$ cat src/rtl/gll_pkg.sv
// ----------------------------------------------------------------------------
// gll_pkg - shared types and constants for the GLL sentence parser
// Holds the parse phase enum, the header text and the digit arithmetic.
// ----------------------------------------------------------------------------
package gll_pkg;

  typedef enum logic [3:0] {
    PH_IDLE,
    PH_HDR,
    PH_HDR_COMMA,
    PH_LAT,
    PH_NS,
    PH_NS_COMMA,
    PH_LON,
    PH_EW,
    PH_EW_COMMA,
    PH_UTC,
    PH_STATUS
  } phase_t;

  localparam logic [7:0] CHAR_COMMA  = 8'h2C;
  localparam logic [7:0] CHAR_A      = 8'h41;
  localparam logic [7:0] CHAR_ZERO   = 8'd48;
  localparam logic [3:0] HDR_LAST    = 4'd5;
  localparam logic [3:0] LAT_LAST    = 4'd9;
  localparam logic [3:0] LON_LAST    = 4'd10;
  localparam logic [6:0] W1          = 7'd1;
  localparam logic [6:0] W10         = 7'd10;
  localparam logic [6:0] W100        = 7'd100;

  // One result word: flags plus the held fix
  typedef struct packed {
    logic       message_valid;
    logic       fix_present;
    logic [7:0] lat_degrees;
    logic [7:0] lat_minutes;
    logic [7:0] lat_seconds;
    logic [7:0] north_south;
    logic [7:0] lon_degrees;
    logic [7:0] lon_minutes;
    logic [7:0] lon_seconds;
    logic [7:0] east_west;
  } result_t;

  // Expected header byte "$GPGLL" at each position
  function automatic logic [7:0] header_byte(input logic [2:0] idx);
    logic [7:0] c;
    unique case (idx)
      3'd0:    c = 8'h24;
      3'd1:    c = 8'h47;
      3'd2:    c = 8'h50;
      3'd3:    c = 8'h47;
      3'd4:    c = 8'h4C;
      3'd5:    c = 8'h4C;
      default: c = 8'h00;
    endcase
    return c;
  endfunction

  // (byte - '0') * weight, modulo 256
  function automatic logic [7:0] digit_times(input logic [7:0] b, input logic [6:0] w);
    logic [7:0]  d;
    logic [14:0] prod;
    d    = b - CHAR_ZERO;
    prod = 15'(d) * 15'(w);
    return prod[7:0];
  endfunction

  // s * 60 / 100 = s * 3 / 5; divide by five through the reciprocal 205 / 1024,
  // exact for every value below 1024
  function automatic logic [7:0] scale_seconds(input logic [7:0] s);
    logic [9:0]  x;
    logic [17:0] y;
    x = 10'(s) * 10'd3;
    y = 18'(x) * 18'd205;
    return y[17:10];
  endfunction

endpackage

$ cat src/rtl/gll_sentence_parser_top.sv
// ----------------------------------------------------------------------------
// gll_sentence_parser_top - GLL position sentence parser
// Result words are registered into the output register or the skid register.
// Throughput: one byte per cycle while s_axis_tready is high; parsing is a
// single pass of logic from phase/work registers to the two-deep result buffer.
// Reset: rst (synchronous, high) returns to idle, clears the held fix, the
// fix-present flag and the result buffer.
// ----------------------------------------------------------------------------
// Bytes arrive on s_axis with tuser marking the first byte of a sentence and
// tlast the final one. The header "$GPGLL" is checked, then the latitude
// (ddmm.mmmm), its hemisphere, the longitude (dddmm.mmmm), its hemisphere,
// and the UTC field is skipped up to its comma. The status byte produces one
// result word; status 'A' latches the decoded fix into the held fix and sets
// the sticky fix-present flag. A header mismatch or an early tlast produces an
// invalid word. Each word carries the held fix.
//
// Results go through an output register backed by a skid register, so the
// parser keeps taking bytes while one word waits downstream; it stalls only
// when both are full.
// ----------------------------------------------------------------------------
module gll_sentence_parser_top (
  input  logic        clk,
  input  logic        rst,
  input  logic        s_axis_tvalid,
  output logic        s_axis_tready,
  input  logic [7:0]  s_axis_tdata,   // [7:0] char_byte
  input  logic        s_axis_tuser,   // [0] first_byte
  input  logic        s_axis_tlast,   // last_byte
  output logic        m_axis_tvalid,
  input  logic        m_axis_tready,
  output logic [63:0] m_axis_tdata,   // [7:0] lat_degrees, [15:8] lat_minutes,
                                      // [23:16] lat_seconds, [31:24] north_south,
                                      // [39:32] lon_degrees, [47:40] lon_minutes,
                                      // [55:48] lon_seconds, [63:56] east_west
  output logic [1:0]  m_axis_tuser    // [0] message_valid, [1] fix_present
);

  // Parser state
  gll_pkg::phase_t phase, phase_next;
  logic [3:0]      pos, pos_next;
  logic [7:0]      lat_work [3];
  logic [7:0]      lat_work_next [3];
  logic [7:0]      lon_work [3];
  logic [7:0]      lon_work_next [3];
  logic [7:0]      hemi_work [2];
  logic [7:0]      hemi_work_next [2];
  logic [7:0]      held_lat [3];
  logic [7:0]      held_lat_next [3];
  logic [7:0]      held_lon [3];
  logic [7:0]      held_lon_next [3];
  logic [7:0]      held_hemi [2];
  logic [7:0]      held_hemi_next [2];
  logic            fix_flag, fix_flag_next;

  // Result buffer: output register plus skid register
  logic               out_valid;
  gll_pkg::result_t   out_word;
  logic               skid_valid;
  gll_pkg::result_t   skid_word;

  logic               s_fire;
  logic               drain;
  logic               emit;
  logic               emit_ok;
  gll_pkg::result_t   new_word;

  // Working copies of the step
  gll_pkg::phase_t    ph;
  logic [3:0]         p;
  logic               done;
  logic [7:0]         b;

  assign s_axis_tready = !skid_valid;
  assign s_fire        = s_axis_tvalid && s_axis_tready;
  assign drain         = out_valid && m_axis_tready;
  assign b             = s_axis_tdata;

  // Parse step: next state and the result it causes
  always_comb begin
    phase_next = phase;
    pos_next   = pos;
    for (int i = 0; i < 3; i++) begin
      lat_work_next[i] = lat_work[i];
      lon_work_next[i] = lon_work[i];
    end
    hemi_work_next[0] = hemi_work[0];
    hemi_work_next[1] = hemi_work[1];
    emit    = 1'b0;
    emit_ok = 1'b0;
    done    = 1'b0;
    ph      = phase;
    p       = pos;

    // A first byte abandons any open sentence and restarts the header check
    if (s_axis_tuser) begin
      for (int i = 0; i < 3; i++) begin
        lat_work_next[i] = 8'd0;
        lon_work_next[i] = 8'd0;
      end
      hemi_work_next[0] = 8'd0;
      hemi_work_next[1] = 8'd0;
      ph         = gll_pkg::PH_HDR;
      p          = 4'd0;
      phase_next = gll_pkg::PH_HDR;
      pos_next   = 4'd0;
    end

    if (ph != gll_pkg::PH_IDLE) begin
      unique case (ph)
        gll_pkg::PH_HDR: begin
          if (p > gll_pkg::HDR_LAST || b != gll_pkg::header_byte(p[2:0])) begin
            phase_next = gll_pkg::PH_IDLE;
            emit       = 1'b1;
            done       = 1'b1;
          end else if (p == gll_pkg::HDR_LAST) begin
            phase_next = gll_pkg::PH_HDR_COMMA;
          end else begin
            pos_next = p + 4'd1;
          end
        end
        gll_pkg::PH_HDR_COMMA: begin
          phase_next = gll_pkg::PH_LAT;
          pos_next   = 4'd0;
        end
        gll_pkg::PH_LAT: begin
          if (p == 4'd0 && b == gll_pkg::CHAR_COMMA) begin
            phase_next = gll_pkg::PH_NS;
          end else begin
            unique case (p)
              4'd0: lat_work_next[0] = gll_pkg::digit_times(b, gll_pkg::W10);
              4'd1: lat_work_next[0] = lat_work[0] + gll_pkg::digit_times(b, gll_pkg::W1);
              4'd2: lat_work_next[1] = gll_pkg::digit_times(b, gll_pkg::W10);
              4'd3: lat_work_next[1] = lat_work[1] + gll_pkg::digit_times(b, gll_pkg::W1);
              4'd5: lat_work_next[2] = gll_pkg::digit_times(b, gll_pkg::W10);
              4'd6: lat_work_next[2] = gll_pkg::scale_seconds(
                        lat_work[2] + gll_pkg::digit_times(b, gll_pkg::W1));
              default: ;
            endcase
            if (p >= gll_pkg::LAT_LAST) phase_next = gll_pkg::PH_NS;
            else                        pos_next   = p + 4'd1;
          end
        end
        gll_pkg::PH_NS: begin
          if (b == gll_pkg::CHAR_COMMA) begin
            phase_next = gll_pkg::PH_LON;
          end else begin
            hemi_work_next[0] = b;
            phase_next        = gll_pkg::PH_NS_COMMA;
          end
          pos_next = 4'd0;
        end
        gll_pkg::PH_NS_COMMA: begin
          phase_next = gll_pkg::PH_LON;
          pos_next   = 4'd0;
        end
        gll_pkg::PH_LON: begin
          if (p == 4'd0 && b == gll_pkg::CHAR_COMMA) begin
            phase_next = gll_pkg::PH_EW;
          end else begin
            unique case (p)
              4'd0: lon_work_next[0] = gll_pkg::digit_times(b, gll_pkg::W100);
              4'd1: lon_work_next[0] = lon_work[0] + gll_pkg::digit_times(b, gll_pkg::W10);
              4'd2: lon_work_next[0] = lon_work[0] + gll_pkg::digit_times(b, gll_pkg::W1);
              4'd3: lon_work_next[1] = gll_pkg::digit_times(b, gll_pkg::W10);
              4'd4: lon_work_next[1] = lon_work[1] + gll_pkg::digit_times(b, gll_pkg::W1);
              4'd6: lon_work_next[2] = gll_pkg::digit_times(b, gll_pkg::W10);
              4'd7: lon_work_next[2] = gll_pkg::scale_seconds(
                        lon_work[2] + gll_pkg::digit_times(b, gll_pkg::W1));
              default: ;
            endcase
            if (p >= gll_pkg::LON_LAST) phase_next = gll_pkg::PH_EW;
            else                        pos_next   = p + 4'd1;
          end
        end
        gll_pkg::PH_EW: begin
          if (b == gll_pkg::CHAR_COMMA) begin
            phase_next = gll_pkg::PH_UTC;
          end else begin
            hemi_work_next[1] = b;
            phase_next        = gll_pkg::PH_EW_COMMA;
          end
          pos_next = 4'd0;
        end
        gll_pkg::PH_EW_COMMA: begin
          phase_next = gll_pkg::PH_UTC;
        end
        gll_pkg::PH_UTC: begin
          if (b == gll_pkg::CHAR_COMMA) phase_next = gll_pkg::PH_STATUS;
        end
        gll_pkg::PH_STATUS: begin
          emit_ok    = (b == gll_pkg::CHAR_A);
          emit       = 1'b1;
          done       = 1'b1;
          phase_next = gll_pkg::PH_IDLE;
          pos_next   = 4'd0;
        end
        default: begin
          phase_next = gll_pkg::PH_IDLE;
          pos_next   = 4'd0;
          done       = 1'b1;
        end
      endcase

      // Early end of sentence: drop it with an invalid word
      if (!done && s_axis_tlast) begin
        phase_next = gll_pkg::PH_IDLE;
        pos_next   = 4'd0;
        emit       = 1'b1;
      end
    end
  end

  // Held fix: latch the decoded fix on a good status
  always_comb begin
    for (int i = 0; i < 3; i++) begin
      held_lat_next[i] = emit_ok ? lat_work_next[i] : held_lat[i];
      held_lon_next[i] = emit_ok ? lon_work_next[i] : held_lon[i];
    end
    held_hemi_next[0] = emit_ok ? hemi_work_next[0] : held_hemi[0];
    held_hemi_next[1] = emit_ok ? hemi_work_next[1] : held_hemi[1];
    fix_flag_next     = fix_flag || emit_ok;

    new_word.message_valid = emit_ok;
    new_word.fix_present   = fix_flag_next;
    new_word.lat_degrees   = held_lat_next[0];
    new_word.lat_minutes   = held_lat_next[1];
    new_word.lat_seconds   = held_lat_next[2];
    new_word.north_south   = held_hemi_next[0];
    new_word.lon_degrees   = held_lon_next[0];
    new_word.lon_minutes   = held_lon_next[1];
    new_word.lon_seconds   = held_lon_next[2];
    new_word.east_west     = held_hemi_next[1];
  end

  // Parser and held-fix registers
  always_ff @(posedge clk) begin
    if (rst) begin
      phase    <= gll_pkg::PH_IDLE;
      pos      <= 4'd0;
      fix_flag <= 1'b0;
      for (int i = 0; i < 3; i++) begin
        lat_work[i] <= 8'd0;
        lon_work[i] <= 8'd0;
        held_lat[i] <= 8'd0;
        held_lon[i] <= 8'd0;
      end
      for (int i = 0; i < 2; i++) begin
        hemi_work[i] <= 8'd0;
        held_hemi[i] <= 8'd0;
      end
    end else if (s_fire) begin
      phase    <= phase_next;
      pos      <= pos_next;
      fix_flag <= fix_flag_next;
      for (int i = 0; i < 3; i++) begin
        lat_work[i] <= lat_work_next[i];
        lon_work[i] <= lon_work_next[i];
        held_lat[i] <= held_lat_next[i];
        held_lon[i] <= held_lon_next[i];
      end
      for (int i = 0; i < 2; i++) begin
        hemi_work[i] <= hemi_work_next[i];
        held_hemi[i] <= held_hemi_next[i];
      end
    end
  end

  // Result buffer: advance the skid word on a drain, park a new word in the
  // skid register when the output register is held
  always_ff @(posedge clk) begin
    if (rst) begin
      out_valid  <= 1'b0;
      skid_valid <= 1'b0;
    end else begin
      if (drain) begin
        if (skid_valid) begin
          out_word   <= skid_word;
          skid_valid <= 1'b0;
        end else if (s_fire && emit) begin
          out_word <= new_word;
        end else begin
          out_valid <= 1'b0;
        end
      end else if (out_valid) begin
        if (s_fire && emit) begin
          skid_word  <= new_word;
          skid_valid <= 1'b1;
        end
      end else if (s_fire && emit) begin
        out_word  <= new_word;
        out_valid <= 1'b1;
      end
    end
  end

  assign m_axis_tvalid = out_valid;
  assign m_axis_tuser  = {out_word.fix_present, out_word.message_valid};
  assign m_axis_tdata  = {out_word.east_west,   out_word.lon_seconds,
                          out_word.lon_minutes, out_word.lon_degrees,
                          out_word.north_south, out_word.lat_seconds,
                          out_word.lat_minutes, out_word.lat_degrees};

endmodule
$ cat config.mk
export PLATFORM = sky130hd
export DESIGN_NAME = gll_sentence_parser_top
export DESIGN_NICKNAME = d
export VERILOG_FILES = /design/src/rtl/gll_pkg.sv /design/src/rtl/gll_sentence_parser_top.sv
export SDC_FILE = /design/constraint.sdc
export NUM_CORES = 1
export LEC_CHECK = 0
export BUFFER_PORTS_ARGS = -buffer_cell sky130_fd_sc_hd__buf_2
export CORE_MARGIN = 5
export CORE_UTILIZATION = 40
export DETAILED_ROUTE_END_ITERATION = 6
export GPL_TIMING_DRIVEN = 0
export PLACE_DENSITY = 0.69
export SLEW_MARGIN = 20
export SYNTH_ARGS = -nofsm -noshare
export SYNTH_HDL_FRONTEND = slang
export SYNTH_SLANG_ARGS = --single-unit
$ cat constraint.sdc
create_clock -name clk -period 7.44 [get_ports clk]
set_input_delay 0.372 -clock clk [delete_from_list [all_inputs] [get_ports clk]]
set_output_delay 0.372 -clock clk [all_outputs]
set_load 0.02 [all_outputs]
# Word level (Yosys, flattened, before mapping)
# Memories as Yosys holds them, arrays and structs flattened.
# Index checks and enable logic that the tools add are counted.
dict set report word_totals {
  mem_count 6
  ramBits 128
  output_inout_bits 68
  input_bits 14
  ff_bits 143
  word_cells 208
}
dict set report op_classes {
  bitwise_logic 18
  eq_ne 28
  reduce_logical 21
  multipliers 6
  n_lt_le_gt_ge 3
  add_sub_neg 9
  muxes 92
}
# name words word_bits read_ports rd_clocked_by_memory_dff write_ports line
set mem_list {}
lappend mem_list {held_lat 3 8 3 0 3 gll_sentence_parser_top.sv:47} ;# logic [7:0] held_lat [3];
lappend mem_list {held_lon 3 8 3 0 3 gll_sentence_parser_top.sv:49} ;# logic [7:0] held_lon [3];
lappend mem_list {lat_work 3 8 3 0 3 gll_sentence_parser_top.sv:41} ;# logic [7:0] lat_work [3];
lappend mem_list {lon_work 3 8 3 0 3 gll_sentence_parser_top.sv:43} ;# logic [7:0] lon_work [3];
lappend mem_list {held_hemi 2 8 2 0 2 gll_sentence_parser_top.sv:51} ;# logic [7:0] held_hemi [2];
lappend mem_list {hemi_work 2 8 2 0 2 gll_sentence_parser_top.sv:45} ;# logic [7:0] hemi_work [2];
# cell count
set op_table {}
lappend op_table {{two-way mux 66 bit} 4}
lappend op_table {{two-way mux 8 bit} 30}
lappend op_table {{two-way mux 24 bit} 8}
lappend op_table {{case mux 8 bit (2 select lines)} 5}
lappend op_table {{two-way mux 4 bit} 19}
lappend op_table {{adder 8 bit} 7}
lappend op_table {{multiplier 10 x 8 -> 18 bit (second input constant)} 2}
lappend op_table {{case mux 4 bit (9 select lines)} 1}
lappend op_table {{== test 4 x 3 -> 1 bit (second input constant)} 8}
lappend op_table {{two-way mux 16 bit} 2}
lappend op_table {{case mux 7 bit (4 select lines)} 1}
lappend op_table {{case mux 8 bit (3 select lines)} 1}
lappend op_table {{multiplier 8 x 2 -> 10 bit (second input constant)} 2}
lappend op_table {{two-way mux 1 bit} 17}
lappend op_table {{== test 4 x 2 -> 1 bit (second input constant)} 4}
lappend op_table {{bitwise OR 1 bit} 16}
lappend op_table {{case mux 4 bit (4 select lines)} 1}
lappend op_table {{== test 4 bit (second input constant)} 3}
lappend op_table {{== test 4 x 1 -> 1 bit (second input constant)} 2}
lappend op_table {{== test 8 x 6 -> 1 bit (second input constant)} 1}
lappend op_table {{== test 8 x 7 -> 1 bit (second input constant)} 1}
lappend op_table {{>= comparator 4 bit (second input constant)} 2}
lappend op_table {{multiplier 8 x 3 -> 7 bit (second input constant)} 1}
lappend op_table {{multiplier 8 x 5 -> 6 bit (second input constant)} 1}
lappend op_table {{22 further kinds} 38}

# Longest topological paths before layout
# Gate-level depths: netlist (run 1).
dict set report logic_depth {
  ltp_word 19
  depth_mapped 32
  ltp_nobuf 32
}

# Worst setup path before layout (run 1)
# OpenSTA, ideal clock, no wires.
dict set report synth_timing {
  path_kind {input to register}
  from {input port s_axis_tuser}
  to {register skid_word[0] (netlist name), enable pin}
  setup_time_ps 572
  t_required_ps 6868
  cell_stages 15
  slack_ps -460
  n_path_buf 5
  t_arrival_ps 7328
  cell_sequence {buf_6 clkbuf_1 clkbuf_1 nor2b_1 inv_1 ha_1 inv_2 mux2_1 o21ai_0 a21oi_1 a21oi_1 o21ai_1 buf_4 buf_4 nor3_1}
}
dict set report synth_between {
  elab_chain_len 17
  word_cells_on_any_way 38
  classes_between {1 x order compare; 16 x eq/ne; 11 x mux; 10 x reduce/logical}
}
# item line
set synth_lines {}
lappend synth_lines {{from (decl)} gll_sentence_parser_top.sv:27} ;# input logic s_axis_tuser,
lappend synth_lines {{two-way mux 4 bit} gll_sentence_parser_top.sv:95} ;# if (s_axis_tuser) begin
lappend synth_lines {{== test 3 bit, or another cell as far along} gll_pkg.sv:48} ;# unique case (idx)
lappend synth_lines {{OR reduction 2 bit (no line)} n/a}
lappend synth_lines {{case mux 7 bit (4 select lines)} gll_pkg.sv:48}
lappend synth_lines {{two-way mux 8 bit} gll_sentence_parser_top.sv:109} ;# unique case (ph)
lappend synth_lines {{two-way mux 8 bit} gll_sentence_parser_top.sv:108} ;# if (ph != gll_pkg::PH_IDLE) begin
lappend synth_lines {{!= test 8 bit} gll_sentence_parser_top.sv:111} ;# if (p > gll_pkg::HDR_LAST || b != gll_pkg::header_byte(p[2:0])) begin
lappend synth_lines {{logical OR 1 bit} gll_sentence_parser_top.sv:111}
lappend synth_lines {{two-way mux 1 bit} gll_sentence_parser_top.sv:111}
lappend synth_lines {{case mux 1 bit (2 select lines)} gll_sentence_parser_top.sv:109}
lappend synth_lines {{two-way mux 1 bit} gll_sentence_parser_top.sv:108}
lappend synth_lines {{zero test 1 bit} gll_sentence_parser_top.sv:205} ;# if (!done && s_axis_tlast) begin
lappend synth_lines {{logical AND 1 bit} gll_sentence_parser_top.sv:205}
lappend synth_lines {{two-way mux 1 bit} gll_sentence_parser_top.sv:205}
lappend synth_lines {{two-way mux 1 bit *} gll_sentence_parser_top.sv:108}
lappend synth_lines {{logical AND 1 bit *} gll_sentence_parser_top.sv:285} ;# if (s_fire && emit) begin
lappend synth_lines {{AND reduction 4 bit (no line) *} n/a}
lappend synth_lines {{to (signal assigned)} gll_sentence_parser_top.sv:286} ;# skid_word <= new_word;
lappend synth_lines {{to (decl)} gll_sentence_parser_top.sv:59} ;# gll_pkg::result_t skid_word;
# Mark *: on every way between the ends. The rest lies on a longest branch, timed or not. The select of a mux whose other input is x is not followed.
# A chain may end at the register's enable or synchronous reset.

==> summary.md, run 1 <==
| Metric | Value |
|---|---|
| Iter 0 DRT Violations | 1058 |
| Layout area overhead | 14.2% |
| Syn_nets | 2068 |
| Final Hold Viols | 0 |
| Htree depth | 1 |
| Met3 WL | 3290 um |
| FF-to-FF End | m_axis_tdata[21] |
| Top layer in use | met5 |
| Fmax | 0.139 GHz |
| Worst Setup SP | lat_work[0][16] |
| Worst hold path type | input pin to register |
| Routed wire per std cell | 21.1 um |
| Commonest non-fill, non-tap cell in the layout | edfxtp_1 |
| Number of CTS-inserted buffers | 27 |
| Slew Viols, Final | 0 |
| Critical Path RT | 7700 ps |
| Tcrit/Tclk final | 0.967 |
| Dpl hpwl | 40200 um |
| Post-synthesis register bit count | 271 |
| Compound-Gate Fraction of Synth Area | 0.150 |
| Worst slew pin tran | 1100 ps |
| Crit path capture | m_axis_tdata[21] |
| CP endpoint kind | register |
| Cell Area, Synth | 18800 sq um |
| Synth Area in Adders | 0.164 |
| # diodes | 0 |
| Outcome | finished clean |
| Antenna violations before repair | 2 |
| DRC violations left | 0 |
| Clk sinks | 271 |
| Sequential area share after synthesis | 0.426 |
| Synth Area in Simple Gates | 0.135 |
| Slowest-stage cell, CP | fa_1 |
| Final WL | 54800 um |
| Total global-route track usage | 0.208 |
| Unique masters post-synth | 87 |
| Min Tclk post-route | 7200 ps |
| CP Class | register to register |
| # hold bufs at CTS | 0 |
| ANT nets after route | 0 |
| Worst-skew pair later-pin latency | 550 ps |
| Final WS setup | 242 ps |
| TritonRoute pass-1 iters | 5 |
| Port buffer count | 80 |
| Setup WS pre-CTS | -1820 ps |
| Vias | 14.7k |
| Ports | 82 |
| Die Height | 227 um |
| Crit path top cell by count | inv_1 |
| Met1 Routed Length | 24000 um |
| Crit path max fanout | 5 |
| Worst path max stage delay | 550 ps |
| Post-synthesis xor/xnor area fraction | 0.0412 |
| R2R Path Start | lat_work[0][16] |
| CTS tree | yes |
| Commonest cells after routing, fill and taps aside | edfxtp_1, nand2_1, ha_1, inv_1, nor2_1 |
| Worst-case clock buffer depth | 3 |
| Final net count | 2213 |
| Post-synthesis mux area share | 0.0403 |
| GP Congestion | 0.951 |
| Vias in the first global route | 14.9k |
| Largest family of logic cells by synthesized area | adder cells |
| Final Setup Violations | 0 |
| Area fraction of the dominant cell type after synthesis | 0.414 |
| Core area | 46600 sq um |
| Slew headroom | 0.259 |
| Vias per inst | 5.66 |
| Clk slew on worst S/H paths | 60 ps |
| Metal2 WL | 25100 um |
| Primary FF master, synth | edfxtp_1 |
| Die Footprint | 51500 sq um |
| Top cell type by total area after synthesis | edfxtp_1 |
| Row Count | 79 |
| Worst R2R Setup Slack | 240 ps |
| Top cells by area, synth | edfxtp_1, ha_1, fa_1 |
| Yosys Warn Count | 0 |
| Synth Instances | 1833 |
| Hold slack final | 66.7 ps |
| CP arrival | 7460 ps |
| Max cap viols | 0 |
| Worst Reg-to-Reg Cells | 31 |
| Clock Skew | 14.2 ps |
| Die width | 227 um |
| Initial Util | 0.405 |
| Root Buffer | clkbuf_16 |
| Layout cell share with drive strength beyond 1 | 0.123 |
| CP Launch Type | register |
| First-pass GRT wire length | 84400 um |
| Number of synthesized flops with an enable pin | 260 |
| Post-Syn Area per Cell | 10.3 sq um |
| Pin count of the biggest net entering global routing | 80 |
| Async SR Flop Fraction | 0 |
| GRT Residual Overflow | 0 |
## worst max-delay path: cells and delay by family (launching register included)
kind	cells	cell delay, ps
simple gates	6	740
xor+xnor	2	420
flops	1	390
buf+inv	5	390
fa+ha+maj	7	2740
compound gates	11	2220
## state kept, by name, summed over array words and instances, names as in the netlist, 2 cells and up
name / cells
pos: 4
phase: 4
lon_work: 24
lat_work: 24
hemi_work: 16
held_hemi: 16
m_axis_tdata: 64
held_lat: 24
m_axis_tuser: 2
held_lon: 24
skid_word: 66
## repair_timing
| action | in CTS | in global routing |
|---|---|---|
| cloned | 0 | 0 |
| pin swaps | 8 | 17 |
| endpoints found under the setup margin | 17 | 13 |
| resized for setup | 16 | 29 |
| setup buffers | 11 | 17 |
## kinds of logic (layout without fill, tap and decap cells)
group	after synthesis	after routing
muxes	75	75
adders and majority gates	221	221
DFF	271	271
AOI/OAI and AO/OA	442	442
buffers and inverters	208	372
and+or+nand+nor	529	529
xor gates and xnor gates	87	87
## how the worst min path moves through the flow
stage | to | depth (start not counted) | from
2_1_floorplan | m_axis_tvalid | 1 | rst
3_3_place_gp | m_axis_tvalid | 2 | skid_valid
3_5_place_dp | m_axis_tvalid | 2 | skid_valid
4_1_cts | skid_valid | 2 | m_axis_tready
5_1_grt | skid_valid | 2 | m_axis_tready
6_report | skid_valid | 2 | m_axis_tready
## layer usage
layer	track usage	vias to the layer above
li1	-	6929
met3	0.0251	126
met5	0	-
met1	0.284	7223
met4	0.0810	2
met2	0.340	453
## stage by stage
stage	util	instances	cell area [sq um]	setup TNS, ps
6_report	0.462	2604	21500	0
5_1_grt	0.462	2604	21500	-154
4_1_cts	0.456	2587	21200	0
3_5_place_dp	0.433	2528	20200	-19740
3_3_place_gp	0.430	2520	20000	-101320
2_1_floorplan	-	1833	18800	0
## synthesized netlist by cell type (all sizes together) (6+ instances only)
cell type and n:
a22o 10, a31oi 22, clkbuf 61, ha 179
a21o 30, nand3 20, a21oi 91, nand2b 6
or3 11, mux2 7, o21a 8, o21ai 155
inv 126, nor2b 18, a22oi 27, mux2i 68
buf 19, dfxtp 11, o21bai 12, fa 42
nor3 33, a2111oi 6, edfxtp 260, a211oi 6
and3 8, xor2 26, o22ai 8, xnor2 61
and2 78, nand2 202, o31ai 9, nor2 120
## layout make-up
type,count,area [sq um]
buffer,80,347
clock buffer,32,704
clock inverter,16,141
fill,4307,25000
inverter,128,494
multi-input combinational,1354,10300
sequential,271,8030
tap,607,759
timing repair buffer,116,752
Power of run 1 is not shown: default switching activity piles up to over one toggle a cycle in this logic, so the estimate is an artifact.
==> run 2, diff against run 1 <==
--- a/config.mk
+++ b/config.mk
@@ -5,9 +5,11 @@
 export SDC_FILE = /design/constraint.sdc
 export NUM_CORES = 1
 export LEC_CHECK = 0
+export ABC_AREA = 1
 export BUFFER_PORTS_ARGS = -buffer_cell sky130_fd_sc_hd__buf_2
 export CORE_MARGIN = 5
 export CORE_UTILIZATION = 40
+export CTS_CLUSTER_DIAMETER = 30
 export DETAILED_ROUTE_END_ITERATION = 6
 export GPL_TIMING_DRIVEN = 0
 export PLACE_DENSITY = 0.69
==> run 2 against run 1 <==
Effect of this change:
- die area grew 8.1%
- wire length grew 9.3%
- critical path depth grew 3
- worst setup slack gained 280 ps
- register-to-register slack gained 280 ps
- count of clock-buffer cells in the layout grew 32
- clock skew grew 18 ps
- via count grew 23%
- global-route usage shrank 0.061 points
- critical endpoint is now m_axis_tdata[16]
==> summary.md, run 2 <==
| Metric | Value |
|---|---|
| Async SR Flop Fraction | 0 (unchanged) |
| Clock Skew | 32.1 ps (+17.9 ps) |
| Vias in the first global route | 17.3k (+16%) |
| Hold slack final | 78.0 ps (+11.2 ps) |
| Tcrit/Tclk final | 0.930 (-0.0374) |
| GP Congestion | 0.938 (-1.3%) |
| CP Launch Type | register |
| Slew Viols, Final | 0 (unchanged) |
| Layout area overhead | 17.8% |
| Final Hold Viols | 0 (unchanged) |
| Max cap viols | 0 (unchanged) |
| Net Sw Frac | 0.485 |
| P_int | 6710 uW |
| Htree depth | 2 (+1) |
| Ports | 82 (unchanged) |
| Syn_nets | 2842 (+37%) |
| CTS tree | yes |
| Biggest register | skid_word |
| # hold bufs at CTS | 0 (unchanged) |
| Number of CTS-inserted buffers | 61 (+130%) |
| DRC violations left | 0 (unchanged) |
| Die Height | 236 um (+4.0%) |
| Layout cell share with drive strength beyond 1 | 0.104 (-0.0187) |
| R2R Path Start | lat_work[0][16] |
| Port buffer count | 80 (unchanged) |
| ANT nets after route | 0 (unchanged) |
| Primary FF master, synth | edfxtp_1 |
| Commonest non-fill, non-tap cell in the layout | nand2_1 |
| Vias | 18.2k (+23%) |
| Pleak | 0.0115 uW |
| Worst R2R Setup Slack | 520 ps (+280 ps) |
| Top cells by area, synth | edfxtp_1, nand2_1, ha_1 |
| Slew headroom | 0.199 (-0.0599) |
| Post-synth top cells | nand2_1, inv_1, nor2_1, edfxtp_1, ha_1 |
| Final Non-Filler Cells | 3488 (+34%) |
| Final core occ | 0.478 (+0.0156) |
| Crit path max fanout | 6 (+1) |
| Total Power | 13000 uW |
| Worst Reg-to-Reg Cells | 34 (+9.7%) |
| Post-Syn Area per Cell | 7.84 sq um (-24%) |
| Commonest cells after routing, fill and taps aside | nand2_1, inv_1, nor2_1, edfxtp_1, nand3_1 |
| Combinational group share of total power | 0.653 |
| Initial Util | 0.406 (+0.000886) |
| Crit path top cell by count | nand2_1 |
| TNS Setup | 0 ps (unchanged) |
| Antenna violations before repair | 1 (-1) |
| Top cell type by total area after synthesis | edfxtp_1 |
| Die Footprint | 55700 sq um (+8.1%) |
| Final WL | 59900 um (+9.3%) |
| Yosys Warn Count | 0 (unchanged) |
| Power Density | 542 nW/um^2 |
| Unique masters post-synth | 53 (-39%) |
| Hold EP | m_axis_tvalid |
| Worst path max stage delay | 550 ps (about the same) |
| Net Switching | 6320 uW |
| Sequential area share after synthesis | 0.393 (-0.0332) |
| Flop pwr share | 0.141 |
| TritonRoute pass-1 iters | 6 (+1) |
| Fmax | 0.145 GHz (+4.0%) |
| CP arrival | 7260 ps (-200 ps) |
| CP Class | register to register |
| Area fraction of the dominant cell type after synthesis | 0.382 (-0.0323) |
| Root Buffer | clkbuf_16 |
| Final Setup Violations | 0 (unchanged) |
| Clk slew on worst S/H paths | 50 ps (about the same) |
| Synth Instances | 2607 (+42%) |
| Clk pwr share | 0.206 |
| Dpl cells | 3366 (+33%) |
| Total global-route track usage | 0.207 (-0.000606) |
| Outcome | finished clean |
| Die width | 236 um (+4.0%) |
| Iter 0 DRT Violations | 1657 (+57%) |
| GRT Residual Overflow | 0 (unchanged) |
| Worst Hold Depth | 2 (unchanged) |
| Routed wire per std cell | 17.2 um (-18%) |
| Final net count | 2998 (+35%) |
| Min Tclk post-route | 6920 ps (-278 ps) |
| Fillcell total | 4771 (+11%) |
| Worst Setup SP | lat_work[0][16] |
| Number of synthesized flops with an enable pin | 260 (unchanged) |
| CP endpoint kind | register |
| Top-count cell post-synth | nand2_1 |
| Slowest-stage cell, CP | fa_1 |
| Post-synthesis register bit count | 271 (unchanged) |
| IR drop worst, VDD | 0.850 mV |
| Clk sinks | 271 (unchanged) |
| Critical Path RT | 7780 ps (+80 ps) |
| Max FFs per register | 66 (unchanged) |
| Worst-skew pair later-pin latency | 600 ps (+50 ps) |
| Worst slew pin tran | 1200 ps (+93.8 ps) |
| Vias per inst | 5.21 (-8.0%) |
| Worst hold path type | input pin to register |
| Cell Area, Synth | 20400 sq um (+8.4%) |
| Hold_sp | rst |
| First-pass GRT wire length | 93900 um (+11%) |
| Core area | 50400 sq um (+8.2%) |
| Dpl hpwl | 44600 um (+11%) |
| Row Count | 82 (+3.8%) |
| Worst-case clock buffer depth | 3 (unchanged) |
| FF-to-FF End | m_axis_tdata[16] |
| Pin count of the biggest net entering global routing | 89 (+11%) |
==> run 2: cell count changes after synthesis, moves of 43 or more <==
cell	delta
a21oi_1	+43
and2_1	-74
inv_1	+236
mux2i_1	-68
nand2_1	+483
nand3_1	+158
nor2_1	+226
xnor2_1	-46
==> run 2: final cells by class <==
type / count / area [sq um] / share of cell area
timing repair buffer: 93 / 643 / 0.0267
clock inverter: 51 / 547 / 0.0227
multi-input combinational: 1897 / 10700 / 0.446
tap: 672 / 841 / 0.0349
sequential: 271 / 8030 / 0.334
clock buffer: 64 / 1540 / 0.0639
inverter: 370 / 1410 / 0.0584
buffer: 69 / 339 / 0.0141
antenna: 1 / 2.50 / 0.000104
==> run 2: power groups by stage <==
stage | clock network [uW] | registers (uW) | logic, uW
after floorplan | 0 | 1900 | 6580
after CTS | 2700 | 1830 | 8470
after global placement | 0 | 1870 | 8280
final | 2690 | 1830 | 8510
after detailed placement | 0 | 1860 | 8400
after global routing | 2790 | 1840 | 10100
==> run 2: metal layers <==
| metal | part of all wire | global-route usage |
|---|---|---|
| met1 | 0.42 | 0.284 |
| met2 | 0.47 | 0.341 |
| met3 | 0.073 | 0.0263 |
| met4 | 0.035 | 0.0695 |
| met5 | 0 | 0 |
==> run 2: logic make-up (layout without fill, tap and decap cells) <==
| logic type | after synthesis | in the layout | share of synthesized area |
|---|---|---|---|
| adders and majority gates | 221 | 221 | 0.151 |
| buffers and inverters | 439 | 647 | 0.0848 |
| other | 0 | 1 | 0 |
| AOI/OAI and AO/OA | 331 | 331 | 0.0875 |
| xor gates and xnor gates | 35 | 35 | 0.0150 |
| DFF | 271 | 271 | 0.393 |
| and+or+nand+nor | 1310 | 1310 | 0.269 |
==> run 2: worst max path at each step <==
stage                        to  slack (ps)  cells after the start
2_1_floorplan  m_axis_tdata[53]        1170                     37
3_3_place_gp   m_axis_tdata[53]        -660                     36
3_5_place_dp   m_axis_tdata[55]        -690                     37
4_1_cts        m_axis_tdata[55]          70                     37
5_1_grt        m_axis_tdata[19]         -20                     35
6_report       m_axis_tdata[16]         520                     34
==> run 2: worst max-delay path, delay by kind of cell, from the launching register on <==
family / cells / cell delay, ps
and+or+nand+nor: 16 / 1820
AOI/OAI and AO/OA: 5 / 830
DFF: 1 / 420
buffers and inverters: 5 / 350
xor gates and xnor gates: 1 / 250
adders and majority gates: 7 / 3020
==> run 2: what timing repair did <==
| action | CTS | global route |
|---|---|---|
| gates resized for setup | 1 | 9 |
| pin swaps | 0 | 2 |
| endpoints found under the setup margin | 9 | 46 |
| cloned | 0 | 0 |
| setup buffers | 0 | 6 |
==> run 2: through the flow <==
stage	area [sq um]	setup slack [ps]
floorplan	20400	1170
global placement	21700	-658
detailed placement	21900	-688
CTS	24000	65.6
global route	24100	-22.4
finish	24100	520
No activity file was read; power rests on OpenSTA's default activity.
